**src/rtl/light_level_derating_defines.svh**
```systemverilog
// assertion macros shared by the light level derating rtl
`ifndef LIGHT_LEVEL_DERATING_DEFINES_SVH
`define LIGHT_LEVEL_DERATING_DEFINES_SVH

// antecedent implies consequent in the same cycle
`define LLD_ASSERT_NOW(label, ante, cons, msg) \
    label: assert property (@(posedge clk) disable iff (!rst_n) (ante) |-> (cons)) \
        else $error(msg);

// antecedent implies consequent in the next cycle
`define LLD_ASSERT_NEXT(label, ante, cons, msg) \
    label: assert property (@(posedge clk) disable iff (!rst_n) (ante) |=> (cons)) \
        else $error(msg);

`endif

```
**src/rtl/lld_pkg.sv**
```systemverilog
// types and constants for the light level derating block
`default_nettype none

package lld_pkg;

    typedef enum logic
    {
        ACT_START = 1'b0,
        ACT_TICK  = 1'b1
    } action_t;

    typedef enum logic [7:0]
    {
        REG_MAX_TEMPERATURE   = 8'd0,
        REG_LOW_BATTERY_LEVEL = 8'd1
    } cfg_reg_t;

    localparam logic [7:0] MAX_TEMPERATURE_RST   = 8'd195;
    localparam logic [7:0] LOW_BATTERY_LEVEL_RST = 8'd130;

    localparam logic [7:0] HEAT_DEBOUNCE = 8'd15;
    localparam logic [3:0] LOW_READINGS  = 4'd8;
    localparam logic [7:0] STEP_UP_GAP   = 8'd2;

    typedef struct packed
    {
        logic [7:0] battery_raw;
        logic       battery_ready;
        logic [7:0] temperature;
        logic [7:0] level;
        action_t    action;
    } in_item_t;

endpackage

`default_nettype wire

```
**src/rtl/light_level_derating.sv**
```systemverilog
// Light level derating: thermal step-down/step-up and low-battery cut of a drive level.
// One word is accepted per clock cycle while results are taken, and each word gives exactly one
// result word: the word is held in the input register and the update logic writes the result
// register as the word leaves the input register. The level state is updated as the word
// leaves the input register, so back-to-back words see each other's effect. Both
// sides may stall freely; the input side keeps accepting while a result waits as long
// as the input register is empty. Configuration registers max_temperature (index 0,
// reset 195) and low_battery_level (index 1, reset 130) are written through the cfg
// port, which is always ready; other indexes are ignored.
`default_nettype none

`include "light_level_derating_defines.svh"

module light_level_derating #(
    parameter int MAX_LEVEL = 64
) (
    input  wire logic        clk,
    input  wire logic        rst_n,
    // config write channel
    input  wire logic        cfg_valid,
    output logic             cfg_ready,
    input  wire logic [7:0]  cfg_index,
    input  wire logic [7:0]  cfg_data,
    // input stream
    input  wire logic        s_axis_tvalid,
    output logic             s_axis_tready,
    input  wire logic [23:0] s_axis_tdata,  // level[7:0], temperature[15:8], battery_raw[23:16]
    input  wire logic [1:0]  s_axis_tuser,  // action[0], battery_ready[1]
    // result stream
    output logic             m_axis_tvalid,
    input  wire logic        m_axis_tready,
    output logic [7:0]       m_axis_tdata,  // drive_level[7:0]
    output logic             m_axis_tuser   // shut_down[0]
);
    import lld_pkg::*;

    localparam logic [7:0] MAX_LVL   = 8'(MAX_LEVEL);
    localparam logic [7:0] FLOOR_LVL = 8'(MAX_LEVEL / 8);
    localparam logic [7:0] HALF_LVL  = 8'(MAX_LEVEL / 2);

    logic [7:0] max_temperature_reg;
    logic [7:0] low_battery_level_reg;

    logic       in_valid_reg;
    in_item_t   in_item_reg;

    logic [7:0] target_level_reg, target_level_next;
    logic [7:0] current_level_reg, current_level_next;
    logic [7:0] heat_count_reg, heat_count_next;
    logic [3:0] low_count_reg, low_count_next;
    logic       halted_reg, halted_next;

    logic       out_valid_reg;
    logic [7:0] out_drive_reg;
    logic       out_shut_reg;

    logic       advance;
    logic       s_accept;
    logic [7:0] volts;
    logic [7:0] heat_inc;
    logic [3:0] low_inc;

    assign cfg_ready     = 1'b1;
    assign advance       = in_valid_reg && (!out_valid_reg || m_axis_tready);
    assign s_axis_tready = !in_valid_reg || advance;
    assign s_accept      = s_axis_tvalid && s_axis_tready;

    assign m_axis_tvalid = out_valid_reg;
    assign m_axis_tdata  = out_drive_reg;
    assign m_axis_tuser  = out_shut_reg;

    always_ff @(posedge clk or negedge rst_n)
    begin
        if (!rst_n)
        begin
            max_temperature_reg   <= MAX_TEMPERATURE_RST;
            low_battery_level_reg <= LOW_BATTERY_LEVEL_RST;
        end
        else if (cfg_valid && cfg_ready)
        begin
            unique case (cfg_reg_t'(cfg_index))
                REG_MAX_TEMPERATURE:   max_temperature_reg   <= cfg_data;
                REG_LOW_BATTERY_LEVEL: low_battery_level_reg <= cfg_data;
                default:               ;
            endcase
        end
    end

    // input register
    always_ff @(posedge clk or negedge rst_n)
    begin
        if (!rst_n)
        begin
            in_valid_reg <= 1'b0;
        end
        else if (s_accept)
        begin
            in_valid_reg <= 1'b1;
        end
        else if (advance)
        begin
            in_valid_reg <= 1'b0;
        end
    end

    always_ff @(posedge clk)
    begin
        if (s_accept)
        begin
            in_item_reg.action        <= action_t'(s_axis_tuser[0]);
            in_item_reg.battery_ready <= s_axis_tuser[1];
            in_item_reg.level         <= s_axis_tdata[7:0];
            in_item_reg.temperature   <= s_axis_tdata[15:8];
            in_item_reg.battery_raw   <= s_axis_tdata[23:16];
        end
    end

    assign volts    = ~in_item_reg.battery_raw;
    assign heat_inc = 8'(heat_count_reg + 8'd1);

    // level update for one word
    always_comb
    begin
        target_level_next  = target_level_reg;
        current_level_next = current_level_reg;
        heat_count_next    = heat_count_reg;
        low_count_next     = low_count_reg;
        halted_next        = halted_reg;
        low_inc            = 4'd0;

        if (in_item_reg.action == ACT_START)
        begin
            target_level_next  = in_item_reg.level;
            current_level_next = in_item_reg.level;
            heat_count_next    = 8'd0;
            low_count_next     = 4'd0;
            halted_next        = 1'b0;
        end
        else if (!halted_reg)
        begin
            // thermal regulation only for solid levels
            if (target_level_reg <= MAX_LVL)
            begin
                if (in_item_reg.temperature >= max_temperature_reg)
                begin
                    heat_count_next = heat_inc;
                    if (heat_inc > HEAT_DEBOUNCE && current_level_reg > FLOOR_LVL)
                    begin
                        current_level_next = current_level_reg - 8'd1;
                        heat_count_next    = 8'd0;
                    end
                end
                else
                begin
                    heat_count_next = 8'd0;
                    if (max_temperature_reg >= STEP_UP_GAP &&
                        in_item_reg.temperature < max_temperature_reg - STEP_UP_GAP &&
                        current_level_reg < target_level_reg)
                    begin
                        current_level_next = current_level_reg + 8'd1;
                    end
                end
            end

            if (in_item_reg.battery_ready)
            begin
                low_inc = (volts < low_battery_level_reg) ? 4'(low_count_reg + 4'd1) : 4'd0;
                low_count_next = low_inc;
                if (low_inc >= LOW_READINGS)
                begin
                    priority if (current_level_next > MAX_LVL)
                    begin
                        current_level_next = HALF_LVL;
                    end
                    else if (current_level_next > 8'd1)
                    begin
                        current_level_next = (current_level_next >> 2)
                                           + (current_level_next >> 1);
                    end
                    else
                    begin
                        halted_next = 1'b1;
                    end
                    target_level_next = current_level_next;
                    low_count_next    = 4'd0;
                end
            end
        end
    end

    always_ff @(posedge clk or negedge rst_n)
    begin
        if (!rst_n)
        begin
            target_level_reg  <= 8'd0;
            current_level_reg <= 8'd0;
            heat_count_reg    <= 8'd0;
            low_count_reg     <= 4'd0;
            halted_reg        <= 1'b0;
        end
        else if (advance)
        begin
            target_level_reg  <= target_level_next;
            current_level_reg <= current_level_next;
            heat_count_reg    <= heat_count_next;
            low_count_reg     <= low_count_next;
            halted_reg        <= halted_next;
        end
    end

    // result register
    always_ff @(posedge clk or negedge rst_n)
    begin
        if (!rst_n)
        begin
            out_valid_reg <= 1'b0;
        end
        else if (advance)
        begin
            out_valid_reg <= 1'b1;
        end
        else if (m_axis_tready)
        begin
            out_valid_reg <= 1'b0;
        end
    end

    always_ff @(posedge clk)
    begin
        if (advance)
        begin
            out_drive_reg <= halted_next ? 8'd0 : current_level_next;
            out_shut_reg  <= halted_next;
        end
    end

    `LLD_ASSERT_NOW(a_shut_reports_zero, out_valid_reg && out_shut_reg,
        out_drive_reg == 8'd0, "shut down result with nonzero drive level")
    `LLD_ASSERT_NOW(a_low_count_bound, 1'b1,
        low_count_reg < LOW_READINGS, "low battery count left at cut threshold")
    `LLD_ASSERT_NOW(a_level_under_target, !halted_reg,
        current_level_reg <= target_level_reg, "drive level above target")
    `LLD_ASSERT_NEXT(a_halt_holds_on_tick, halted_reg && advance &&
        in_item_reg.action == ACT_TICK, halted_reg && out_shut_reg,
        "tick released a shut down light")

endmodule

`default_nettype wire

```
**config.mk**
```make
export PLATFORM = sky130hd
export DESIGN_NAME = light_level_derating
export DESIGN_NICKNAME = d
export VERILOG_FILES = /design/src/rtl/lld_pkg.sv /design/src/rtl/light_level_derating.sv
export VERILOG_INCLUDE_DIRS = /design/src /design/src/rtl
export SDC_FILE = /design/constraint.sdc
export NUM_CORES = 1
export LEC_CHECK = 0
export ABC_AREA = 1
export BUFFER_PORTS_ARGS = -buffer_cell sky130_fd_sc_hd__buf_4
export CORE_ASPECT_RATIO = 1.25
export CORE_UTILIZATION = 51
export DETAILED_ROUTE_END_ITERATION = 6
export MAX_ROUTING_LAYER = met4
export PLACE_DENSITY_LB_ADDON = 0.08
export SLEW_MARGIN = 20
export SYNTH_ARGS = -nofsm -noshare
export SYNTH_HDL_FRONTEND = slang
export SYNTH_SLANG_ARGS = --single-unit
export TNS_END_PERCENT = 10
```
**constraint.sdc**
```tcl
create_clock -name clk -period 4.4 [get_ports clk]
set_input_delay 0.66 -clock clk [delete_from_list [all_inputs] [get_ports clk]]
set_output_delay 0.66 -clock clk [all_outputs]
set_load 0.02 [all_outputs]
```
==> impl_metrics.ini <==
[outcome]
outcome = finished, final reports clean

[global_route]
grt_max_degree = 48
grt_pass1_wl_um = 21900
grtUsageTotal_pct = 26.5
grt_pass1_vias = 4597
antenna_found_initial = 0
gr-total-overflow = 0

[timing]
holdWs_ns = 0.325
tns_ns = 0
setup_viol = 0
fin_worst_skew_ns = 0.00810
slew_headroom_pct = 29.4
timing.final.crit_share_pct = 99.6
rsz0062_at_grt = yes
worst_pin_slew_ns = 1.06
hold_viol = 0
max_freq_mhz = 228
maxSlewViolCount = 0
period_needed_ns = 4.38
fin_ws_ns = 0.0192

[yosys]
synth_edf_count = 35
syn_avg_cell_area_um2 = 8.13
ys.flop_type = dfrtp_1
synth_top_cell_area_share_pct = 19.1
synth_cell_types = 48
synth_seq_area_share_pct = 40.6
synth_largest_area_cell = edfxtp_1
yosysWarnings = 0
syn-instance-count = 678
ys_ff_latch = 82
async_reset_ff_share_pct = 57.3
synth_area_um2 = 5510
synth_area_leaders = edfxtp_1 19%, dfrtp_1 19%, nand2_1 12%
synth_nets = 774

[die]
initial_utilization_pct = 52.2
ios = 59
dieArea_um2 = 11200
die_h_um = 118
rows = 42
core_region_area_um2 = 10600
die_width_um = 95.0

[power]
power_frac_seq_pct = 28.6
power_density_nw_per_um2 = 556
p_sw_share_pct = 43.8
p_sw_mw = 1.62
p_int_mw = 2.08
p_total_mw = 3.70
clkPwrFrac_pct = 19.7
power.leakage_nw = 3.24
p_comb_share_pct = 51.7
peakVddDrop_uv = 273

[detailed_routing]
drt_pre_antenna_iters = 5
finalWirelength_um = 13600
routedWlPerCell_um = 15.1
drt_iter0_drc = 290
drc_errors = 0
vias = 4701
via_per_inst = 5.23
final_antenna_net_count = 0

[cts]
cts.htree.levels = 3
cts_tree = built
clk_latency_ns = 0.35
clockBufferDepth = 2
cts_buffers = 9
path_clk_slew_ns = 0.07
cts.sinks = 82
cts-root-buf = clkbuf_16

[place]
place_hpwl_um = 10600
dp_slack_ns = -0.157
place_area_um2 = 6250
io_buffer_count = 57
place_congestion = 0.911
dpl.cell_count = 880

[final_layout]
fin_cells = 899
diodes = 0
largest_reg_flops = 26
drive_gt1_share_pct = 22.6
final_cell_mix = 172 x nand2_1, 99 x inv_1, 88 x buf_4
area.growth.synth_to_final_pct = 20.9
nNetsFinal = 858
design_area_um2 = 6660
fillCellCount = 936
post-route-util_pct = 63.1
final_common_cell = nand2_1

[critical_path]
cp_common_cell = nand2_1
cp_max_fo = 3
crit_type = reg -> reg
slowest_stage = dfstp_2
cp-start-kind = flop
cp.arrival_ns = 4.48
cp.required_ns = 4.50
reg2reg_from = max_temperature_reg[1]$_DFFE_PN1P_
crit_start = max_temperature_reg[1]$_DFFE_PN1P_
critPathMaxStageDelay_ns = 0.54
crit_path_end_kind = flop

[worst_hold_path]
hold_class = in -> async

[job]
max_cap_violations = 0
## cells by family (layout without fill, tap and decap cells)
group                    after synthesis  in the layout  share of synthesized area [%]
buffers and inverters                124            213                           8.67
other                                  1              1                         0.0681
AO/OA/AOI/OAI                        103            103                           10.7
adder cells (fa/ha/maj)               49             49                           11.3
flip-flops                            82             82                           40.6
XOR/XNOR                              23             23                           3.79
AND/OR/NAND/NOR                      295            295                           24.8
multiplexers                           1              1                          0.182
## synth_stat cells, types with 2 or more instances
master and n:
o21ai_1 3, nand2_4 4, clkbuf_1 10, a21o_1 2, xor2_1 17, o21ai_0 38
dfstp_2 6, edfxtp_1 35, nand2_2 10, nand4_1 18, inv_1 104, nor4_1 3
nor2_2 3, a21oi_1 35, buf_4 3, nor2_1 35, nand3_1 30, o21a_1 2
a31oi_1 8, o21bai_1 4, xnor2_1 5, nand3_2 5, nor3_1 2, o22ai_1 3
o21ai_2 2, nand2_1 176, ha_1 48, o41ai_1 2, inv_2 4, nand3b_1 3
dfrtp_1 41
## layout make-up
class	count	area, um^2	share of cell area (%)
Inverter	109	412	6.18
Timing Repair Buffer	88	661	9.92
Multi-Input combinational cell	472	2900	43.6
Tap cell	132	165	2.48
Sequential cell	82	2230	33.5
Clock buffer	9	225	3.38
Clock inverter	7	62.6	0.939
## path summary, 6_finish.rpt
kind                                                            to  slack, ns  depth (start not counted)
worst max register to register       m_axis_tdata[6]$_SDFFCE_PP0P_       0.02                         32
worst max-delay path                 m_axis_tdata[6]$_SDFFCE_PP0P_       0.02                         32
worst min-delay path              current_level_reg[1]$_DFFE_PN0P_       0.32                          1
max in group asynchronous         current_level_reg[6]$_DFFE_PN0P_       3.64                          1
worst min register to register  max_temperature_reg[0]$_DFFE_PN1P_       0.50                          2
min in group clk                         in_item_reg[25]$_DFFE_PP_       0.49                          1
## metal layers
layer  wire [um]  track usage (%)  up-vias
met4         414             11.3        0
met5           0                -        -
met3         421             3.22       26
met1        5640             30.9     2190
li1            -                -     2374
met2        7100             45.2      111
## timing repair
action / in CTS / in global routing
hold buffers: 0 / 0
pin swaps: 13 / 19
resized for setup: 12 / 16
buffers inserted: 1 / 2
setup endpoints to repair: 7 / 18
## power groups by stage
stage	clock, mW	sequential [mW]	combinational (mW)
global placement	0	1.07	1.77
detailed placement	0	1.07	1.83
finish	0.728	1.06	1.91
CTS	0.738	1.06	1.87
floorplan	0	1.05	1.24
global route	0.767	1.08	2.12
## worst max-delay path, delay by kind of cell (launching register included)
family          cells  cell delay (ns)
simple gates       17             1.58
fa+ha+maj           4             0.98
flops               1             0.54
compound gates      5             0.50
xor+xnor            2             0.29
buf+inv             4             0.24
Power figures use the tool's default switching activity.
